--- src/hw/rtl/assert_macros.svh ---
// Assertion macros shared by the RTL modules of the ID3 tag extractor.
`ifndef ASSERT_MACROS_SVH
`define ASSERT_MACROS_SVH

// Property checked at every rising clock edge outside reset.
`define ASSERT_RST(lbl, clk, rst_n, prop) \
  lbl: assert property (@(posedge clk) disable iff (!rst_n) prop) \
    else $error("assertion failed");

// Condition that must never be seen outside reset.
`define ASSERT_NEVER(lbl, clk, rst_n, cond) \
  lbl: assert property (@(posedge clk) disable iff (!rst_n) !(cond)) \
    else $error("forbidden condition seen");

`endif

--- src/hw/rtl/id3_pkg.sv ---
// Shared types, constants and helper functions of the ID3 tag extractor.
`default_nettype none

package id3_pkg;

  // Width of the tag size limit register and of the derived counters.
  localparam int SIZE_BITS = 28;
  localparam int POS_W     = SIZE_BITS + 1;
  localparam int DEC_W     = 31;
  localparam int CMP_W     = (DEC_W > SIZE_BITS) ? DEC_W : SIZE_BITS;
  localparam int CHK_W     = ((POS_W > DEC_W) ? POS_W : DEC_W) + 2;

  localparam logic [SIZE_BITS-1:0] MAX_TAG_RESET = SIZE_BITS'(100000);

  // Result buffer depth; two free entries are needed to take one byte.
  localparam int FIFO_DEPTH = 4;
  localparam int FIFO_AW    = $clog2(FIFO_DEPTH);
  localparam int FIFO_CW    = FIFO_AW + 1;

  // Result kinds.
  localparam logic [1:0] KIND_VALUE = 2'd0;
  localparam logic [1:0] KIND_DONE  = 2'd1;
  localparam logic [1:0] KIND_TRUNC = 2'd2;

  // Field codes; FIELD_NONE marks a frame that is not wanted.
  localparam logic [2:0] FIELD_TITLE    = 3'd0;
  localparam logic [2:0] FIELD_ARTIST   = 3'd1;
  localparam logic [2:0] FIELD_ALBUM    = 3'd2;
  localparam logic [2:0] FIELD_GENRE    = 3'd3;
  localparam logic [2:0] FIELD_COMPOSER = 3'd4;
  localparam logic [2:0] FIELD_TRACK    = 3'd5;
  localparam logic [2:0] FIELD_DISC     = 3'd6;
  localparam logic [2:0] FIELD_NONE     = 3'd7;

  // Tag magic and the wanted frame identifiers.
  localparam logic [7:0]  MAGIC_I = 8'h49;
  localparam logic [7:0]  MAGIC_D = 8'h44;
  localparam logic [7:0]  MAGIC_3 = 8'h33;
  localparam logic [7:0]  MAX_VERSION = 8'd4;
  localparam logic [31:0] ID_TIT2 = 32'h54495432;
  localparam logic [31:0] ID_TPE1 = 32'h54504531;
  localparam logic [31:0] ID_TALB = 32'h54414C42;
  localparam logic [31:0] ID_TCON = 32'h54434F4E;
  localparam logic [31:0] ID_TCOM = 32'h54434F4D;
  localparam logic [31:0] ID_TRCK = 32'h5452434B;
  localparam logic [31:0] ID_TPOS = 32'h54504F53;

  // Text encodings that are passed through.
  localparam logic [7:0] ENC_LATIN1 = 8'd0;
  localparam logic [7:0] ENC_UTF8   = 8'd3;

  // One result item.
  typedef struct packed {
    logic [1:0] kind;
    logic [2:0] field_code;
    logic [7:0] data_byte;
    logic       value_last;
    logic       run_last;
  } res_t;

  // Results written by the parser into the result buffer in one cycle.
  typedef struct packed {
    res_t       e0;
    res_t       e1;
    logic [1:0] cnt;
  } push_t;

  // A decoded size and whether its coding was legal.
  typedef struct packed {
    logic             ok;
    logic [DEC_W-1:0] size;
  } size_dec_t;

  // Decode a four-byte size, syncsafe (7 bits per byte) or plain.
  function automatic size_dec_t decode_size(logic [31:0] w, logic syncsafe);
    size_dec_t r;
    if (syncsafe) begin
      r.ok   = ((w & 32'h80808080) == 32'h0);
      r.size = {3'b000, w[30:24], w[22:16], w[14:8], w[6:0]};
    end else begin
      r.ok   = !w[31];
      r.size = w[30:0];
    end
    return r;
  endfunction

  // Map a frame identifier to its field code.
  function automatic logic [2:0] lookup_field(logic [31:0] id);
    logic [2:0] f;
    case (id)
      ID_TIT2: f = FIELD_TITLE;
      ID_TPE1: f = FIELD_ARTIST;
      ID_TALB: f = FIELD_ALBUM;
      ID_TCON: f = FIELD_GENRE;
      ID_TCOM: f = FIELD_COMPOSER;
      ID_TRCK: f = FIELD_TRACK;
      ID_TPOS: f = FIELD_DISC;
      default: f = FIELD_NONE;
    endcase
    return f;
  endfunction

endpackage

`default_nettype wire

--- src/hw/rtl/id3_if.sv ---
// Channel interfaces of the ID3 tag extractor: byte input, results and configuration.
`default_nettype none

// Input byte channel.
interface id3_in_if;
  logic       valid;
  logic       ready;
  logic [7:0] in_byte;
  logic       end_of_stream;

  modport source (output valid, output in_byte, output end_of_stream, input ready);
  modport sink   (input valid, input in_byte, input end_of_stream, output ready);
endinterface

// Result channel.
interface id3_out_if;
  logic       valid;
  logic       ready;
  logic [1:0] kind;
  logic [2:0] field_code;
  logic [7:0] data_byte;
  logic       value_last;
  logic       run_last;

  modport source (output valid, output kind, output field_code, output data_byte,
                  output value_last, output run_last, input ready);
  modport sink   (input valid, input kind, input field_code, input data_byte,
                  input value_last, input run_last, output ready);
endinterface

// Configuration write channel for the tag size limit.
interface id3_cfg_if;
  logic                           valid;
  logic                           ready;
  logic [id3_pkg::SIZE_BITS-1:0]  max_tag_size;

  modport source (output valid, output max_tag_size, input ready);
  modport sink   (input valid, input max_tag_size, output ready);
endinterface

`default_nettype wire

--- src/hw/rtl/id3_parser.sv ---
// Byte parser: input register, tag and frame walker, and result formation.
`default_nettype none
`include "assert_macros.svh"

module id3_parser
  import id3_pkg::*;
(
  input  wire logic                 clk_i,
  input  wire logic                 rst_ni,
  id3_in_if.sink                    in_ch,
  input  wire logic [SIZE_BITS-1:0] max_tag_size_i,
  input  wire logic                 room_i,
  output push_t                     push_o
);

  typedef enum logic [2:0] {
    PH_HEADER,
    PH_FHDR,
    PH_BODY,
    PH_SKIP,
    PH_IGNORE
  } phase_e;

  // Byte offsets inside the tag header and a frame header.
  localparam logic [POS_W-1:0] OFF_0 = POS_W'(0);
  localparam logic [POS_W-1:0] OFF_1 = POS_W'(1);
  localparam logic [POS_W-1:0] OFF_2 = POS_W'(2);
  localparam logic [POS_W-1:0] OFF_3 = POS_W'(3);
  localparam logic [POS_W-1:0] OFF_5 = POS_W'(5);
  localparam logic [POS_W-1:0] OFF_6 = POS_W'(6);
  localparam logic [POS_W-1:0] OFF_7 = POS_W'(7);
  localparam logic [POS_W-1:0] OFF_8 = POS_W'(8);
  localparam logic [POS_W-1:0] OFF_9 = POS_W'(9);
  localparam logic [POS_W-1:0] OFF_10 = POS_W'(10);

  // Input register.
  logic             in_valid_q;
  logic [7:0]       in_byte_q;
  logic             eos_q;

  // Parser state.
  phase_e           phase_q, phase_d;
  logic [POS_W-1:0] pos_q, pos_d;
  logic [POS_W-1:0] tag_end_q, tag_end_d;
  logic [31:0]      shift_q, shift_d;
  logic             sync_q, sync_d;
  logic [POS_W-1:0] fcount_q, fcount_d;
  logic [POS_W-1:0] fsize_q, fsize_d;
  logic [2:0]       field_q, field_d;
  logic             sel_q, sel_d;

  logic             fire;
  logic [31:0]      shift_new;
  size_dec_t        dec;
  logic             ok;
  logic             active;
  logic             body_last;
  logic             emit_value;
  res_t             r_val;
  res_t             r_stat;
  logic             has_stat;
  push_t            push;

  // The stage moves on when a byte is held and the result buffer has room.
  assign fire        = in_valid_q && room_i;
  assign in_ch.ready = !in_valid_q || fire;

  assign shift_new = {shift_q[23:0], in_byte_q};
  assign dec       = decode_size(shift_new, sync_q);
  assign body_last = ({1'b0, fcount_q} == ({1'b0, fsize_q} + (POS_W + 1)'(9)));

  // Next state and results for the registered byte.
  always_comb begin
    phase_d    = phase_q;
    pos_d      = pos_q;
    tag_end_d  = tag_end_q;
    shift_d    = shift_q;
    sync_d     = sync_q;
    fcount_d   = fcount_q;
    fsize_d    = fsize_q;
    field_d    = field_q;
    sel_d      = sel_q;
    ok         = 1'b1;
    emit_value = 1'b0;
    has_stat   = 1'b0;
    r_val      = '0;
    r_stat     = '0;

    case (phase_q)
      PH_HEADER: begin
        if (pos_q == OFF_0) begin
          ok = (in_byte_q == MAGIC_I);
        end else if (pos_q == OFF_1) begin
          ok = (in_byte_q == MAGIC_D);
        end else if (pos_q == OFF_2) begin
          ok = (in_byte_q == MAGIC_3);
        end else if (pos_q == OFF_3) begin
          ok     = (in_byte_q <= MAX_VERSION);
          sync_d = (in_byte_q == MAX_VERSION);
        end else if (pos_q == OFF_5) begin
          ok = (in_byte_q == 8'h00);
        end else if (pos_q >= OFF_6 && pos_q <= OFF_9) begin
          shift_d = shift_new;
        end
        if (!ok) begin
          phase_d = PH_IGNORE;
        end else if (pos_q == OFF_9) begin
          if (!dec.ok || (CMP_W'(dec.size) > CMP_W'(max_tag_size_i))) begin
            phase_d = PH_IGNORE;
          end else begin
            tag_end_d = POS_W'(dec.size) + OFF_10;
            phase_d   = PH_FHDR;
            fcount_d  = '0;
          end
        end
      end
      PH_FHDR: begin
        if (fcount_q == OFF_0 && in_byte_q == 8'h00) begin
          // Padding ends the frame walk.
          phase_d = PH_SKIP;
        end else begin
          if (fcount_q < OFF_8) begin
            shift_d = shift_new;
          end
          if (fcount_q == OFF_3) begin
            field_d = lookup_field(shift_new);
          end
          if (fcount_q == OFF_7 && (!dec.ok || pos_q < OFF_7
              || (CHK_W'(pos_q) - CHK_W'(7) + CHK_W'(10) + CHK_W'(dec.size))
                 > CHK_W'(tag_end_q))) begin
            // Frame size illegal or running past the tag end.
            phase_d = PH_SKIP;
          end else begin
            if (fcount_q == OFF_7) begin
              fsize_d = POS_W'(dec.size);
            end
            if (fcount_q == OFF_9) begin
              if (fsize_q == '0) begin
                fcount_d = '0;
              end else begin
                phase_d  = PH_BODY;
                fcount_d = OFF_10;
              end
            end else begin
              fcount_d = fcount_q + OFF_1;
            end
          end
        end
      end
      PH_BODY: begin
        if (fcount_q == OFF_10) begin
          sel_d = (in_byte_q == ENC_LATIN1 || in_byte_q == ENC_UTF8)
                  && (field_q != FIELD_NONE);
        end else if (sel_q) begin
          emit_value         = 1'b1;
          r_val.kind         = KIND_VALUE;
          r_val.field_code   = field_q;
          r_val.data_byte    = in_byte_q;
          r_val.value_last   = body_last;
        end
        if (body_last) begin
          phase_d  = PH_FHDR;
          fcount_d = '0;
        end else begin
          fcount_d = fcount_q + OFF_1;
        end
      end
      default: begin
      end
    endcase

    // Tag end and end of stream statuses.
    active = (phase_d == PH_FHDR) || (phase_d == PH_BODY) || (phase_d == PH_SKIP);
    if (active && (({1'b0, pos_q} + (POS_W + 1)'(1)) == {1'b0, tag_end_d})) begin
      has_stat    = 1'b1;
      r_stat.kind = KIND_DONE;
      phase_d     = PH_IGNORE;
    end else if (active && eos_q) begin
      has_stat    = 1'b1;
      r_stat.kind = KIND_TRUNC;
    end

    // Position advance, or a fresh start after the last byte of a file.
    if (eos_q) begin
      phase_d   = PH_HEADER;
      pos_d     = '0;
      tag_end_d = '0;
      shift_d   = '0;
      sync_d    = 1'b0;
      fcount_d  = '0;
      fsize_d   = '0;
      field_d   = FIELD_TITLE;
      sel_d     = 1'b0;
    end else if (phase_d != PH_IGNORE && pos_q != '1) begin
      pos_d = pos_q + OFF_1;
    end

    // Order the results: value byte first, then the status.
    r_val.run_last  = !has_stat;
    r_stat.run_last = 1'b1;
    push = '0;
    if (fire) begin
      if (emit_value) begin
        push.e0  = r_val;
        push.e1  = r_stat;
        push.cnt = has_stat ? 2'd2 : 2'd1;
      end else begin
        push.e0  = r_stat;
        push.cnt = has_stat ? 2'd1 : 2'd0;
      end
    end
  end

  assign push_o = push;

  // Input register and parser state.
  always_ff @(posedge clk_i or negedge rst_ni) begin
    if (!rst_ni) begin
      in_valid_q <= 1'b0;
      in_byte_q  <= '0;
      eos_q      <= 1'b0;
      phase_q    <= PH_HEADER;
      pos_q      <= '0;
      tag_end_q  <= '0;
      shift_q    <= '0;
      sync_q     <= 1'b0;
      fcount_q   <= '0;
      fsize_q    <= '0;
      field_q    <= FIELD_TITLE;
      sel_q      <= 1'b0;
    end else begin
      if (in_ch.valid && in_ch.ready) begin
        in_valid_q <= 1'b1;
        in_byte_q  <= in_ch.in_byte;
        eos_q      <= in_ch.end_of_stream;
      end else if (fire) begin
        in_valid_q <= 1'b0;
      end
      if (fire) begin
        phase_q   <= phase_d;
        pos_q     <= pos_d;
        tag_end_q <= tag_end_d;
        shift_q   <= shift_d;
        sync_q    <= sync_d;
        fcount_q  <= fcount_d;
        fsize_q   <= fsize_d;
        field_q   <= field_d;
        sel_q     <= sel_d;
      end
    end
  end

  // The last byte of a file always leaves a clean parser behind.
  `ASSERT_RST(a_eos_clears, clk_i, rst_ni, (fire && eos_q) |=> (phase_q == PH_HEADER && pos_q == '0))
  // A second result in one cycle can only be a status.
  `ASSERT_RST(a_second_is_status, clk_i, rst_ni, (push.cnt == 2'd2) |-> (push.e1.kind != KIND_VALUE))
  // Nothing comes out of a tag that is being ignored.
  `ASSERT_RST(a_ignore_silent, clk_i, rst_ni, (fire && phase_q == PH_IGNORE) |-> (push.cnt == 2'd0))

endmodule

`default_nettype wire

--- src/hw/rtl/id3_res_fifo.sv ---
// Result buffer: takes up to two results a cycle and hands out one per transfer.
`default_nettype none
`include "assert_macros.svh"

module id3_res_fifo
  import id3_pkg::*;
(
  input  wire logic clk_i,
  input  wire logic rst_ni,
  input  push_t     push_i,
  output logic      room_o,
  id3_out_if.source out_ch
);

  res_t               mem_q [FIFO_DEPTH];
  logic [FIFO_AW-1:0] wr_ptr_q, wr_ptr_d;
  logic [FIFO_AW-1:0] rd_ptr_q, rd_ptr_d;
  logic [FIFO_CW-1:0] cnt_q, cnt_d;
  logic               pop;
  logic [FIFO_AW-1:0] wr_ptr_nx;
  res_t               head;

  // Room for two more results means a new byte can be taken.
  assign room_o = (cnt_q <= FIFO_CW'(FIFO_DEPTH - 2));

  assign head              = mem_q[rd_ptr_q];
  assign out_ch.valid      = (cnt_q != '0);
  assign out_ch.kind       = head.kind;
  assign out_ch.field_code = head.field_code;
  assign out_ch.data_byte  = head.data_byte;
  assign out_ch.value_last = head.value_last;
  assign out_ch.run_last   = head.run_last;

  assign pop       = out_ch.valid && out_ch.ready;
  assign wr_ptr_nx = wr_ptr_q + FIFO_AW'(1);

  // Pointer and fill count update.
  always_comb begin
    wr_ptr_d = wr_ptr_q + FIFO_AW'(push_i.cnt);
    rd_ptr_d = pop ? rd_ptr_q + FIFO_AW'(1) : rd_ptr_q;
    cnt_d    = cnt_q + FIFO_CW'(push_i.cnt) - FIFO_CW'(pop);
  end

  // Result storage.
  always_ff @(posedge clk_i) begin
    if (push_i.cnt != 2'd0) begin
      mem_q[wr_ptr_q] <= push_i.e0;
    end
    if (push_i.cnt == 2'd2) begin
      mem_q[wr_ptr_nx] <= push_i.e1;
    end
  end

  // Buffer control.
  always_ff @(posedge clk_i or negedge rst_ni) begin
    if (!rst_ni) begin
      wr_ptr_q <= '0;
      rd_ptr_q <= '0;
      cnt_q    <= '0;
    end else begin
      wr_ptr_q <= wr_ptr_d;
      rd_ptr_q <= rd_ptr_d;
      cnt_q    <= cnt_d;
    end
  end

  `ASSERT_NEVER(a_overflow, clk_i, rst_ni, cnt_q > FIFO_CW'(FIFO_DEPTH))
  `ASSERT_RST(a_ptr_count, clk_i, rst_ni, (wr_ptr_q - rd_ptr_q) == cnt_q[FIFO_AW-1:0])
  `ASSERT_NEVER(a_push_full, clk_i, rst_ni, (push_i.cnt != 2'd0) && !room_o)

endmodule

`default_nettype wire

--- src/hw/rtl/id3v2_text_frame_extractor_core.sv ---
// Top level of the ID3v2 text frame extractor.
`default_nettype none

// The block takes one file byte per transfer and, for an ID3v2 tag whose
// header checks out and whose size is within max_tag_size, emits the text
// bytes of the title, artist, album, genre, composer, track and disc frames
// (encodings 0 and 3), each tagged with its field code, followed by a tag
// complete status at the last tag byte or a truncation status if the file
// ends first; values of a truncated tag must be discarded. One byte is
// taken every cycle while the result buffer has room: a byte is held in
// the input register while the frame walker updates its state, and its
// results go into a four-entry result buffer, from which they are handed
// out. A byte that causes two results (a value byte at the tag or file
// end) is absorbed by the buffer. Write max_tag_size only while no byte
// is in flight.
module id3v2_text_frame_extractor_core
  import id3_pkg::*;
(
  input  wire logic clk_i,
  input  wire logic rst_ni,
  id3_in_if.sink    in_ch,
  id3_out_if.source out_ch,
  id3_cfg_if.sink   cfg_ch
);

  logic [SIZE_BITS-1:0] max_tag_size_q;
  logic                 room;
  push_t                push;

  // Tag size limit register.
  assign cfg_ch.ready = 1'b1;

  always_ff @(posedge clk_i or negedge rst_ni) begin
    if (!rst_ni) begin
      max_tag_size_q <= MAX_TAG_RESET;
    end else if (cfg_ch.valid && cfg_ch.ready) begin
      max_tag_size_q <= cfg_ch.max_tag_size;
    end
  end

  id3_parser u_parser (
    .clk_i          (clk_i),
    .rst_ni         (rst_ni),
    .in_ch          (in_ch),
    .max_tag_size_i (max_tag_size_q),
    .room_i         (room),
    .push_o         (push)
  );

  id3_res_fifo u_res_fifo (
    .clk_i  (clk_i),
    .rst_ni (rst_ni),
    .push_i (push),
    .room_o (room),
    .out_ch (out_ch)
  );

endmodule

`default_nettype wire

--- src/flat_wrapper.sv ---
// flat-port wrapper written by rule: the top's interface ports become plain ports
module id3v2_text_frame_extractor_core_flat import id3_pkg::*;
  (clk_i, rst_ni, in_ch_valid, in_ch_in_byte, in_ch_end_of_stream, in_ch_ready, out_ch_valid, out_ch_kind, out_ch_field_code, out_ch_data_byte, out_ch_value_last, out_ch_run_last, out_ch_ready, cfg_ch_valid, cfg_ch_max_tag_size, cfg_ch_ready);
  id3_in_if in_ch_i ();
  id3_out_if out_ch_i ();
  id3_cfg_if cfg_ch_i ();
  input  wire logic clk_i;
  input  wire logic rst_ni;
  input wire logic [$bits(in_ch_i.valid)-1:0] in_ch_valid;
  input wire logic [$bits(in_ch_i.in_byte)-1:0] in_ch_in_byte;
  input wire logic [$bits(in_ch_i.end_of_stream)-1:0] in_ch_end_of_stream;
  output wire logic [$bits(in_ch_i.ready)-1:0] in_ch_ready;
  output wire logic [$bits(out_ch_i.valid)-1:0] out_ch_valid;
  output wire logic [$bits(out_ch_i.kind)-1:0] out_ch_kind;
  output wire logic [$bits(out_ch_i.field_code)-1:0] out_ch_field_code;
  output wire logic [$bits(out_ch_i.data_byte)-1:0] out_ch_data_byte;
  output wire logic [$bits(out_ch_i.value_last)-1:0] out_ch_value_last;
  output wire logic [$bits(out_ch_i.run_last)-1:0] out_ch_run_last;
  input wire logic [$bits(out_ch_i.ready)-1:0] out_ch_ready;
  input wire logic [$bits(cfg_ch_i.valid)-1:0] cfg_ch_valid;
  input wire logic [$bits(cfg_ch_i.max_tag_size)-1:0] cfg_ch_max_tag_size;
  output wire logic [$bits(cfg_ch_i.ready)-1:0] cfg_ch_ready;
  assign in_ch_i.valid = in_ch_valid;
  assign in_ch_i.in_byte = in_ch_in_byte;
  assign in_ch_i.end_of_stream = in_ch_end_of_stream;
  assign in_ch_ready = in_ch_i.ready;
  assign out_ch_valid = out_ch_i.valid;
  assign out_ch_kind = out_ch_i.kind;
  assign out_ch_field_code = out_ch_i.field_code;
  assign out_ch_data_byte = out_ch_i.data_byte;
  assign out_ch_value_last = out_ch_i.value_last;
  assign out_ch_run_last = out_ch_i.run_last;
  assign out_ch_i.ready = out_ch_ready;
  assign cfg_ch_i.valid = cfg_ch_valid;
  assign cfg_ch_i.max_tag_size = cfg_ch_max_tag_size;
  assign cfg_ch_ready = cfg_ch_i.ready;
  id3v2_text_frame_extractor_core u_core (.clk_i(clk_i), .rst_ni(rst_ni), .in_ch(in_ch_i), .out_ch(out_ch_i), .cfg_ch(cfg_ch_i));
endmodule
--- config.mk ---
export PLATFORM = sky130hd
export DESIGN_NAME = id3v2_text_frame_extractor_core_flat
export DESIGN_NICKNAME = d
export VERILOG_FILES = /design/src/hw/rtl/id3_pkg.sv /design/src/hw/rtl/id3_if.sv /design/src/hw/rtl/id3_parser.sv /design/src/hw/rtl/id3_res_fifo.sv /design/src/hw/rtl/id3v2_text_frame_extractor_core.sv /design/src/flat_wrapper.sv
export VERILOG_INCLUDE_DIRS = /design/src /design/src/hw/rtl
export SDC_FILE = /design/constraint.sdc
export NUM_CORES = 1
export LEC_CHECK = 0
export BUFFER_PORTS_ARGS = -buffer_cell sky130_fd_sc_hd__buf_2
export CAP_MARGIN = 5
export CORE_MARGIN = 4
export CORE_UTILIZATION = 30
export CTS_BUF_LIST = sky130_fd_sc_hd__clkbuf_4 sky130_fd_sc_hd__clkbuf_8 sky130_fd_sc_hd__clkbuf_16
export DETAILED_ROUTE_END_ITERATION = 7
export HOLD_SLACK_MARGIN = 0.1
export PLACE_DENSITY = 0.49
export SYNTH_ARGS = -nofsm -noshare
export SYNTH_HDL_FRONTEND = slang
export SYNTH_HIERARCHICAL = 1
export SYNTH_SLANG_ARGS = --single-unit
--- constraint.sdc ---
create_clock -name clk_i -period 7.7 [get_ports clk_i]
set_input_delay 0.385 -clock clk_i [delete_from_list [all_inputs] [get_ports clk_i]]
set_output_delay 0.385 -clock clk_i [all_outputs]
set_load 0.01 [all_outputs]
# --- Word-level counts from Yosys, hierarchy flattened ---
# Memories as Yosys holds them, arrays and structs flattened.
# Index checks and enable logic that the tools add are counted.
totals:
  regBits: 193
  ramBits: 60
  in_bits: 42
  n_memories: 1
  word_cells: 220
mem_list:
  columns: ["name", "depth", "word_bits", "read_ports", "rd_clocked_by_memory_dff", "wr", "line_no", "source"]
  rows:
  - ["u_core.u_res_fifo.mem_q", 4, 15, 1, 0, 2, "id3_res_fifo.sv:15", "res_t mem_q [FIFO_DEPTH];"]
op_classes:
  reduce_logical: 47
  n_addsub: 13
  order_cmp: 8
  eq_ne: 49
  muxes: 86
ops:
  columns: ["op", "count"]
  rows:
  - ["2-to-1 mux 29 bit", 20]
  - ["== test 32 x 31 -> 1 bit (second input constant)", 7]
  - ["2-to-1 mux 24 bit", 9]
  - ["== test 29 x 2 -> 1 bit (second input constant)", 3]
  - ["== test 29 x 4 -> 1 bit (second input constant)", 3]
  - ["zero test 29 bit", 3]
  - ["case mux 29 bit (3 select lines)", 1]
  - ["2-to-1 mux 32 bit", 2]
  - ["adder 29 x 1 -> 29 bit (second input constant)", 2]
  - ["== test 29 x 3 -> 1 bit (second input constant)", 2]
  - ["case mux 24 bit (2 select lines)", 1]
  - ["2-to-1 mux 3 bit", 14]
  - ["!= test 3 bit (second input constant)", 14]
  - ["2-to-1 mux 12 bit", 3]
  - ["adder 31 x 32 -> 33 bit", 1]
  - ["greater-than comparator 33 x 29 -> 1 bit", 1]
  - ["zero test 32 bit", 1]
  - ["adder 30 x 5 -> 31 bit (second input constant)", 1]
  - ["greater-than comparator 31 x 28 -> 1 bit", 1]
  - ["adder 29 x 1 -> 30 bit (second input constant)", 1]
  - ["adder 29 x 4 -> 30 bit (second input constant)", 1]
  - ["== test 29 x 30 -> 1 bit", 1]
  - ["== test 30 x 29 -> 1 bit", 1]
  - ["2-to-1 mux 15 bit", 2]
  - ["other kinds (42)", 108]

# --- Logic depth before layout (Yosys ltp) ---
# Gate-level depths: netlist (run 1).
depth:
  depth_word: 21
  depth_mapped: 36

# --- Modules after synthesis ---
# The synthesis (run 1) kept the hierarchy.
modules_own_cells:
  columns: ["module", "n_inst", "area_per_inst_um2", "seq_area_each_um2", "cells_per_inst"]
  rows:
  - ["id3_parser", 1, 15075.7, 3953.8, 1880]
  - ["id3_res_fifo", 1, 3432.0, 1976.9, 188]
  - ["id3v2_text_frame_extractor_core", 1, 1161.1, 708.2, 61]

# --- Least setup slack after synthesis (run 1) ---
# Ideal clock, no wire load.
synth_path:
  path_type: "reg2reg"
  from: "register u_core.u_parser.pos_q[1]"
  to: "register u_core.u_parser.fcount_q[9]"
  setup_slack_ns: 0.600
  required_ns: 7.569
  path_buffers: 4
  path_stages_with_launch: 35
  arrival_ns: 6.968
  setup_ns: 0.131
  cell_sequence: "dfrtp_1 ha_1 clkbuf_1 and2_1 or3_1 clkbuf_1 or3_1 xnor2_1 ha_1 ha_1 clkbuf_1 nand3_1 inv_1 a2111oi_0 a21oi_1 o21ai_0 a21boi_0 or2_2 a21boi_0 o21ai_0 a21oi_1 xnor2_1 ha_1 nand4_1 or4_1 nand2_1 nand4_1 a2111oi_0 a31oi_1 o21ai_4 a21o_1 nand2_1 buf_2 o21ai_1 o31ai_1"
synth_between:
  elab_chain_len: 9
  elab_cells_between_ends: 24
synth_lines:
  columns: ["item", "line_no", "source"]
  rows:
  - ["from (decl)", "id3_parser.sv:43", "logic [POS_W-1:0] pos_q, pos_d;"]
  - ["from (signal assigned)", "id3_parser.sv:241", "pos_q <= pos_d;"]
  - ["branches (longest 8 deep; another with adder 31 x 32 -> 33 bit)", null, null]
  - ["AND reduction 7 bit (no line) *", null, null]
  - ["to (signal assigned)", "id3_parser.sv:245", "fcount_q <= fcount_d;"]
  - ["to (decl)", "id3_parser.sv:47", "logic [POS_W-1:0] fcount_q, fcount_d;"]
# Mark *: on every way between the ends. The select of a mux whose other input is x is not followed.
# A chain may end at the register's enable or synchronous reset.

# --- Worst setup path in the final report (run 1) ---
layout_path:
  from: "register u_core.u_parser.pos_q[0]"
  to: "register u_core.u_parser.fcount_q[27]"
# Same word-level chain as after synthesis.

==> results of run 1 <==
## what timing repair did
| action | CTS | global route |
|---|---|---|
| setup endpoints to repair | 0 | 59 |
| hold buffers | 39 | 0 |
| hold endpoints to repair | 151 | 0 |
| resized for setup | 0 | 14 |
## metal layers
layer	share of wire, %	routed length, um	vias to the layer above	global-route usage (%)
met4	3.4	2310	0	5.45
met1	46	31000	8360	26.5
met3	4.9	3330	118	2.37
met5	0	0	-	0
li1	-	-	7938	-
met2	46	31000	525	30.3
## cell type report
type	instances	area, um2
Inverter	135	507
Fill cell	6683	42100
Clock inverter	14	196
Antenna cell	1	2.50
Sequential cell	253	6640
Timing Repair Buffer	174	1310
Multi-Input combinational cell	1611	11900
Clock buffer	43	903
Tap cell	855	1070
## tightest hold or removal path: cells and delay by family
family                 cells  cell delay, ns
XOR/XNOR                   1            0.08
buffers and inverters      1            0.10
AO/OA/AOI/OAI              1            0.13
## kinds of logic after synthesis
| kind of cell | Yosys count | share of synthesized area [%] |
|---|---|---|
| AOI/OAI and AO/OA | 490 | 16.5 |
| xor gates and xnor gates | 162 | 7.21 |
| adders and majority gates | 138 | 8.85 |
| buffers and inverters | 276 | 6.19 |
| DFF | 253 | 33.8 |
| muxes | 147 | 9.71 |
| other | 2 | 0.0382 |
| and+or+nand+nor | 661 | 17.8 |
## state kept, by name, summed over array words and instances (netlist names), 3 cells and up
| register | flops |
|---|---|
| u_core/u_res_fifo/mem_q | 60 |
| u_core/u_parser/pos_q | 29 |
| u_core/u_parser/fcount_q | 29 |
| u_core/u_parser/phase_q | 3 |
| u_core/u_parser/fsize_q | 29 |
| u_core/u_parser/in_byte_q | 8 |
| u_core/max_tag_size_q | 28 |
| u_core/u_parser/field_q | 3 |
| u_core/u_res_fifo/cnt_q | 3 |
| u_core/u_parser/tag_end_q | 29 |
| u_core/u_parser/shift_q | 24 |
## power by group through the flow
stage          Sequential [mW]  Combinational [mW]  Clock, mW
2_1_floorplan             1.60                3.03          0
3_3_place_gp              1.69                4.31          0
3_5_place_dp              1.69                4.33          0
4_1_cts                   1.67                4.37       1.63
5_1_grt                   1.68                4.90       1.68
6_report                  1.66                4.46       1.60
## synth_stat cells (20+ instances only)
| cell type | instances |
|---|---|
| ha_1 | 136 |
| o21ai_1 | 98 |
| buf_2 | 20 |
| mux2i_1 | 24 |
| nor3_1 | 47 |
| inv_1 | 133 |
| and3_1 | 41 |
| nor4_1 | 31 |
| edfxtp_1 | 60 |
| nand3_1 | 87 |
| nor2_1 | 118 |
| xnor2_1 | 106 |
| mux2_4 | 31 |
| clkbuf_1 | 90 |
| nand2_1 | 160 |
| a21o_1 | 21 |
| dfrtp_1 | 187 |
| a21oi_1 | 80 |
| xor2_1 | 56 |
| nand4_1 | 46 |
| o21ai_0 | 69 |
| a22o_1 | 55 |
| mux2_2 | 76 |
## worst max path at each step
stage / cells after the start / slack, ns / to / start
6_report: 31 / 0.52 / u_core/u_parser/fcount_q[27]$_DFFE_PN0P_ / u_core/u_parser/pos_q[0]$_DFFE_PN0P_
5_1_grt: 32 / 0.02 / u_core/u_parser/fcount_q[5]$_DFFE_PN0P_ / u_core/u_parser/pos_q[0]$_DFFE_PN0P_
4_1_cts: 32 / 0.11 / u_core/u_parser/fcount_q[27]$_DFFE_PN0P_ / u_core/u_parser/pos_q[0]$_DFFE_PN0P_
3_5_place_dp: 32 / 0.14 / u_core/u_parser/fcount_q[5]$_DFFE_PN0P_ / u_core/u_parser/pos_q[0]$_DFFE_PN0P_
3_3_place_gp: 32 / 0.24 / u_core/u_parser/fcount_q[22]$_DFFE_PN0P_ / u_core/u_parser/pos_q[0]$_DFFE_PN0P_
2_1_floorplan: 34 / 0.60 / u_core/u_parser/fcount_q[9]$_DFFE_PN0P_ / u_core/u_parser/pos_q[1]$_DFFE_PN0P_
## stage by stage
| stage | hold WS (ns) | utilization, % | setup WS, ns | cells |
|---|---|---|---|---|
| detailed placement | 0.485 | 32.5 | 0.136 | 2988 |
| CTS | 0.105 | 34.8 | 0.114 | 3084 |
| global route | 0.161 | 34.9 | 0.0194 | 3085 |
| global placement | 0.469 | 32.5 | 0.245 | 2988 |
| floorplan | 0.0894 | - | 0.600 | 2140 |
| finish | 0.141 | 34.9 | 0.525 | 3086 |
==> impl_metrics.ini, run 1 <==
[power]
p_per_area_nw_per_um2 = 342
netSwitchingFraction_pct = 45.6
total_power_mw = 7.72
pwr-share-seq_pct = 21.6
p_int_mw = 4.20
peakVddDrop_mv = 0.246
p_comb_share_pct = 57.8
switchingPower_mw = 3.52
p_leak_nw = 9.70
power.share.clock_pct = 20.7

[logic_synthesis]
synth-edff-count = 60
synth_flop_cell = dfrtp_1
synth_top_area_share_pct = 23.8
synth-seq-area-share_pct = 33.8
synthesis.area_um2 = 19700
netlist_instances = 2129
ys_ff_latch = 253
avgSynthCellArea_um2 = 9.24
yosysTopAreaCell = dfrtp_1
synth_cell_types = 98
ys_top_cells_by_area = dfrtp_1, edfxtp_1, ha_1, xnor2_1, mux2_2
ys_warn_count = 6
async_reset_ff_share_pct = 76.3

[timing]
maxSlewViolCount = 0
setup_violations = 0
fin_worst_skew_ns = 0.0263
hold_violations = 0
min_period_ns = 7.18
maxSlewHeadroom_pct = 24.1
tns_ns = 0
rsz0062_at_grt = no
tightest_slew_ns = 1.14
timing.fmax_mhz = 139
fin_crit_sh_pct = 93.2

[clocking]
clock_path_buffers = 3
cts_tree = yes
cts.htree.levels = 1
numCtsBuffers = 31
cts_sinks = 253
clkLatencyLatePin_ns = 0.60
post-cts-setup-buffer-count = 0
cts-root-buf = clkbuf_16
clk_pin_slew_ns = 0.06

[hold_path]
holdPathStages = 3
holdPathEnd = u_core/u_res_fifo/rd_ptr_q[1]$_DFFE_PN0P_
hp-class = in -> reg
hp-start = out_ch_ready

[global_route]
grt_pass1_wl_um = 104000
grt_max_degree = 115
antenna_found_initial = 0
track_usage_pct = 18.8
grt_pass1_vias = 16800
grt_remaining_overflow = 0

[worst_setup_path]
critPathMostFrequentCell = ha_1
cp.arrival_ns = 7.65
slowest_delay_ns = 0.54
critPathMaxFanout = 30
r2r_slack_ns = 0.52
required_ns = 8.18
r2r_cells = 31
crit_path_end_kind = flop
crit_family = compound AO/OA/AOI/OAI gates
crit_buf_inv = 3
worst_path_max_delay_cell = or4_1
criticalPathCategory = reg -> reg
reg2reg_to = u_core/u_parser/fcount_q[27]$_DFFE_PN0P_
worstReg2RegStart = u_core/u_parser/pos_q[0]$_DFFE_PN0P_
worst_setup_path_start_kind = flop

[status]
run_status = finished clean

[cells_and_area]
final_cell_mix = dfrtp_1, nand2_1, ha_1
synthToLayoutAreaGrowth_pct = 14.7
final_nets = 2386
final_cell_area_um2 = 22600
drive_gt1_share_pct = 16.3
final_common_cell = dfrtp_1

[drt]
drtIter0Drc = 1387
via_per_inst = 5.49
vias = 16900
drc_errors = 0
routedWlPerCell_um = 21.9
wl_um = 67600
dr.pass1.iters = 5
ant_nets = 0

[die]
coreArea_um2 = 64700
dieArea_um2 = 69700
die-width_um = 264
die_height_um = 264
initial_utilization_pct = 30.4
std_cell_rows = 93
ios = 60

[place]
dpl.hpwl_um = 50800
placement.io_buffers = 58
postPlaceCellArea_um2 = 21000
place_congestion = 0.937

[job]
drv_cap = 0
Power figures use the tool's default switching activity.
==> run 2: changes to the inputs <==
Settings changed: CORE_UTILIZATION 30 to 56, PLACE_DENSITY 0.49 to 0.78.
==> impl_metrics.ini, run 2 (synthesis results as in run 1) <==
[clocking]
cts_sinks = 253
clock_path_buffers = 3
clk_pin_slew_ns = 0.06
cts_tree = yes
cts-root-buf = clkbuf_16
cts.htree.levels = 1
numCtsBuffers = 28
clkLatencyLatePin_ns = 0.58

[timing]
timing.fmax_mhz = 137
rsz0062_at_grt = no
min_period_ns = 7.32
tns_ns = 0
maxSlewHeadroom_pct = 14.3
maxSlewViolCount = 0
hold_violations = 0
setup_violations = 0
fin_crit_sh_pct = 95.1
tightest_slew_ns = 1.28
fin_worst_skew_ns = 0.0316

[global_route]
antenna_found_initial = 0
grt_pass1_wl_um = 95400
grt_max_degree = 131
grt_pass1_vias = 16800
track_usage_pct = 31.1
grt_remaining_overflow = 0

[cells_and_area]
final_cell_mix = dfrtp_1, nand2_1, ha_1
final_nets = 2377
largest_reg_flops = 60
largest-register = u_core/u_res_fifo/mem_q
final_cell_area_um2 = 21900
antenna_cells = 0
synthToLayoutAreaGrowth_pct = 11.5
final_common_cell = dfrtp_1
drive_gt1_share_pct = 15.6
fill_cells = 2884

[place]
dpl.hpwl_um = 45200
placement.io_buffers = 58
postPlaceCellArea_um2 = 20400
place_congestion = 1.03

[hold_path]
hp-class = in -> reg
hp-start = out_ch_ready

[worst_setup_path]
r2r_slack_ns = 0.38
critPathMaxFanout = 30
crit_buf_inv = 3
required_ns = 8.16
criticalPathCategory = reg -> reg
crit_family = compound AO/OA/AOI/OAI gates
cp.arrival_ns = 7.78
worst_setup_path_start_kind = flop
startpoint = u_core/u_parser/pos_q[0]$_DFFE_PN0P_
crit_path_end_kind = flop
worstReg2RegStart = u_core/u_parser/pos_q[0]$_DFFE_PN0P_
worst_path_max_delay_cell = or4_1
critPathMostFrequentCell = ha_1
slowest_delay_ns = 0.57

[power]
p_per_area_nw_per_um2 = 343
peakVddDrop_mv = 0.433
p_leak_nw = 9.60

[drt]
via_per_inst = 6.48
drc_errors = 0
dr.pass1.iters = 6
drtIter0Drc = 1781
vias = 17300
ant_nets = 0
wl_um = 61000
routedWlPerCell_um = 22.8

[die]
die_height_um = 195
ios = 60
dieArea_um2 = 38200
coreArea_um2 = 34600
die-width_um = 195
initial_utilization_pct = 56.8
std_cell_rows = 68

[status]
run_status = finished clean

[job]
drv_cap = 0
## run 2: metal layers
metal | GRT usage (%) | wire length, um | vias up
met1 | 42.2 | 24700 | 8338
met5 | 0 | 0 | -
met2 | 49.2 | 27700 | 879
met4 | 14.7 | 3590 | 0
met3 | 4.64 | 5020 | 193
li1 | - | - | 7915
## run 2: metrics by stage
step           util (%)  hold slack, ns  cells  power [mW]  worst slack [ns]
5_1_grt            63.3           0.176   2674        8.03            0.0145
4_1_cts            63.1           0.164   2674        7.39            0.0194
3_3_place_gp       59.0           0.462   2583        5.77             0.301
3_5_place_dp       59.0           0.471   2583        5.86             0.146
2_1_floorplan         -          0.0894   2140        4.63             0.600
6_report           63.3           0.171   2674        7.51             0.379
## run 2: where the power goes
part           switching [mW]  internal, mW
Sequential              0.196          1.49
Clock                   0.587         0.912
Combinational            2.58          1.74
## run 2: what timing repair did
action / in CTS / in global routing
buffers inserted: 0 / 0
endpoints found under the hold margin: 157 / 0
gates resized for setup: 0 / 11
hold buffers: 39 / 0
endpoints found under the setup margin: 0 / 58
## run 2: area by class of cell
type / count / area, um2 / share of cell area [%]
clock buffers: 35 / 766 / 3.49
flip-flops and latches: 253 / 6640 / 30.3
repair buffers: 168 / 1230 / 5.63
multi-input cells: 1611 / 11900 / 54.5
well taps: 455 / 569 / 2.60
clock inverters: 17 / 269 / 1.23
inverters: 135 / 507 / 2.31
## run 2: worst paths after layout
path / cells after the start / to
max: 31 / u_core/u_parser/fcount_q[16]$_DFFE_PN0P_
min: 3 / u_core/u_res_fifo/rd_ptr_q[1]$_DFFE_PN0P_
max reg2reg: 31 / u_core/u_parser/fcount_q[16]$_DFFE_PN0P_
min reg2reg: 2 / u_core/u_parser/tag_end_q[1]$_DFFE_PN0P_
max in group asynchronous: 3 / u_core/u_parser/tag_end_q[1]$_DFFE_PN0P_
min in group asynchronous: 2 / u_core/u_parser/fcount_q[21]$_DFFE_PN0P_
## run 2: worst reg2reg max path, delay by kind of cell (launching register included)
kind	cells	cell delay, ns
AO/OA/AOI/OAI	14	2.97
AND/OR/NAND/NOR	9	2.06
XOR/XNOR	2	0.33
buffers and inverters	3	0.52
flip-flops	1	0.38
adder cells (fa/ha/maj)	3	0.96
==> run 3: changes to the inputs <==
Settings changed: ABC_AREA set to 1.
==> impl_metrics.ini, run 3 <==
[logic_synthesis]
synth_top_family_by_area = simple AND/OR/NAND/NOR gates
ys_ff_latch = 253
synth_compound_area_share_pct = 8.72
ys_warn_count = 6
avgSynthCellArea_um2 = 6.62
synth_top_area_share_pct = 21.9
synthAdderAreaFrac_pct = 8.17
synthTopCellsByCount = nand2_1, inv_1, nor2_1, nand3_1, dfrtp_1
synth_xor_area_share_pct = 4.85
yosysTopAreaCell = dfrtp_1
ys_top_cells_by_area = dfrtp_1, nand2_1, edfxtp_1, ha_1, inv_1
synth-simple-area-share_pct = 36.5
synth-seq-area-share_pct = 31.1
synthesis.area_um2 = 21300
synth_most_common_cell = nand2_1
async_reset_ff_share_pct = 76.3
synth_flop_cell = dfrtp_1
synth_cell_types = 59
muxShareOfSynthArea_pct = 0
netlist_instances = 3223
synth-edff-count = 60

[job]
drv_cap = 0

[clocking]
post-cts-setup-buffer-count = 0
cts_sinks = 253
clkLatencyLatePin_ns = 0.61
cts.htree.levels = 1
cts-root-buf = clkbuf_16
numCtsBuffers = 30
clock_path_buffers = 3
cts_tree = yes
clk_pin_slew_ns = 0.07

[timing]
setup_violations = 0
rsz0062_at_grt = no
maxSlewViolCount = 0
tns_ns = 0
hold_violations = 0
fin_crit_sh_pct = 92.9
min_period_ns = 7.15
fin_worst_skew_ns = 0.0290
tightest_slew_ns = 1.18
timing.fmax_mhz = 140
maxSlewHeadroom_pct = 21.3

[drt]
routedWlPerCell_um = 18.8
via_per_inst = 5.67
drt-met1-wl_um = 29100
vias = 21700
drc_errors = 0
wl_met3_um = 5320
dr.pass1.iters = 7
drtIter0Drc = 2457
wl_um = 72100
ant_nets = 0
top_layer_used = met4
routed-wl-met2_um = 33600

[global_route]
grt_remaining_overflow = 0
grt_pass1_vias = 20800
grt_max_degree = 78
grt_pass1_wl_um = 113000
antenna_found_initial = 0
track_usage_pct = 34.3

[cells_and_area]
drive_gt1_share_pct = 7.38
largest-register = u_core/u_res_fifo/mem_q
fill_cells = 3499
synthToLayoutAreaGrowth_pct = 10.3
utilization_pct = 62.6
largest_reg_flops = 60
final_nets = 3478
antenna_cells = 0
final_common_cell = nand2_1
final_cell_mix = nand2_1, inv_1, nor2_1

[die]
die-width_um = 203
coreArea_um2 = 37600
ios = 60
dieArea_um2 = 41300
std_cell_rows = 71
initial_utilization_pct = 56.7
die_height_um = 203

[power]
p_leak_nw = 12.0
peakVddDrop_mv = 0.537
p_per_area_nw_per_um2 = 332

[worst_setup_path]
worst_path_max_delay_cell = dfrtp_2
worst_setup_path_start_kind = flop
critPathMaxFanout = 16
crit_path_end_kind = flop
criticalPathCategory = reg -> reg
required_ns = 8.01
cp.arrival_ns = 7.46
slowest_delay_ns = 0.45
critPathMostFrequentCell = nand2_1

[place]
place_congestion = 0.993
placement.io_buffers = 58
dpl.hpwl_um = 55400

[status]
run_status = finished clean

[hold_path]
hp-class = in -> reg
==> run 3: cell count changes after synthesis, sizes merged, moves of 39 or more <==
cell,change
nor2,+224
xor2,+40
nand2,+920
a22o,-54
and3,-39
clkbuf,-48
mux2,-108
inv,+283
nand3,+150
xnor2,-84
==> run 3: per-layer routing <==
| metal | vias to the layer above | GRT usage [%] |
|---|---|---|
| li1 | 10500 | - |
| met1 | 10000 | 44.0 |
| met2 | 922 | 57.7 |
| met3 | 237 | 5.06 |
| met4 | 0 | 15.6 |
| met5 | - | 0 |
==> run 3: cells by family (layout without fill, tap and decap cells) <==
family / Yosys count / count (layout)
compound gates: 322 / 322
xor+xnor: 118 / 118
fa+ha+maj: 138 / 138
buf+inv: 541 / 629
flops: 253 / 253
other cells: 2 / 13
simple gates: 1849 / 1849
==> run 3: critical path, delay by kind of cell, from the launching register on <==
kind / cells / cell delay [ns]
adder cells (fa/ha/maj): 5 / 1.40
XOR/XNOR: 2 / 0.40
flip-flops: 1 / 0.45
buffers and inverters: 7 / 0.78
AO/OA/AOI/OAI: 4 / 0.84
AND/OR/NAND/NOR: 27 / 2.95
==> run 3: repair_timing <==
action,4_1_cts,5_1_grt
endpoints found under the hold margin,92,0
resized for setup,0,12
endpoints found under the setup margin,0,122
hold buffers,39,0
==> run 3: area by class of cell <==
cell class / instances / area, um2 / share of cell area, %
Multi-Input combinational cell: 2440 / 12500 / 53.3
Sequential cell: 253 / 6640 / 28.2
Inverter: 423 / 1590 / 6.75
Timing Repair Buffer: 150 / 1090 / 4.64
Clock buffer: 41 / 865 / 3.68
Tap cell: 511 / 639 / 2.72
Clock inverter: 15 / 168 / 0.713
==> run 3: final timing paths <==
kind / startpoint / cells after the start / to / slack, ns
min in group asynchronous: rst_ni / 2 / u_core/u_parser/fcount_q[25]$_DFFE_PN0P_ / 0.32
setup reg to reg: u_core/u_parser/pos_q[0]$_DFFE_PN0P_ / 45 / u_core/u_res_fifo/mem_q[2][2]$_DFFE_PP_ / 0.55
max in group asynchronous: rst_ni / 3 / u_core/max_tag_size_q[19]$_DFFE_PN0P_ / 6.03
hold reg to reg: u_core/max_tag_size_q[9]$_DFFE_PN1P_ / 2 / u_core/max_tag_size_q[9]$_DFFE_PN1P_ / 0.47
setup / recovery: u_core/u_parser/pos_q[0]$_DFFE_PN0P_ / 45 / u_core/u_res_fifo/mem_q[2][2]$_DFFE_PP_ / 0.55
hold / removal: cfg_ch_valid / 3 / u_core/max_tag_size_q[7]$_DFFE_PN1P_ / 0.23
==> run 3: report_power, final <==
| part | total [mW] | internal [mW] | switching (mW) |
|---|---|---|---|
| combinational | 4.69 | 1.57 | 3.12 |
| sequential | 1.62 | 1.50 | 0.119 |
| clock | 1.48 | 0.860 | 0.623 |
| total | 7.80 | 3.93 | 3.87 |
==> run 3: metrics by stage <==
stage,instance area (um2),hold slack [ns],instances,setup slack [ns],total power [mW]
floorplan,21400,0.0894,3234,0.662,4.81
global placement,22100,0.395,3738,0.436,6.09
detailed placement,22100,0.393,3738,0.240,6.17
CTS,23500,0.202,3833,0.183,7.69
global route,23500,0.251,3833,0.00618,8.44
finish,23500,0.228,3833,0.549,7.80
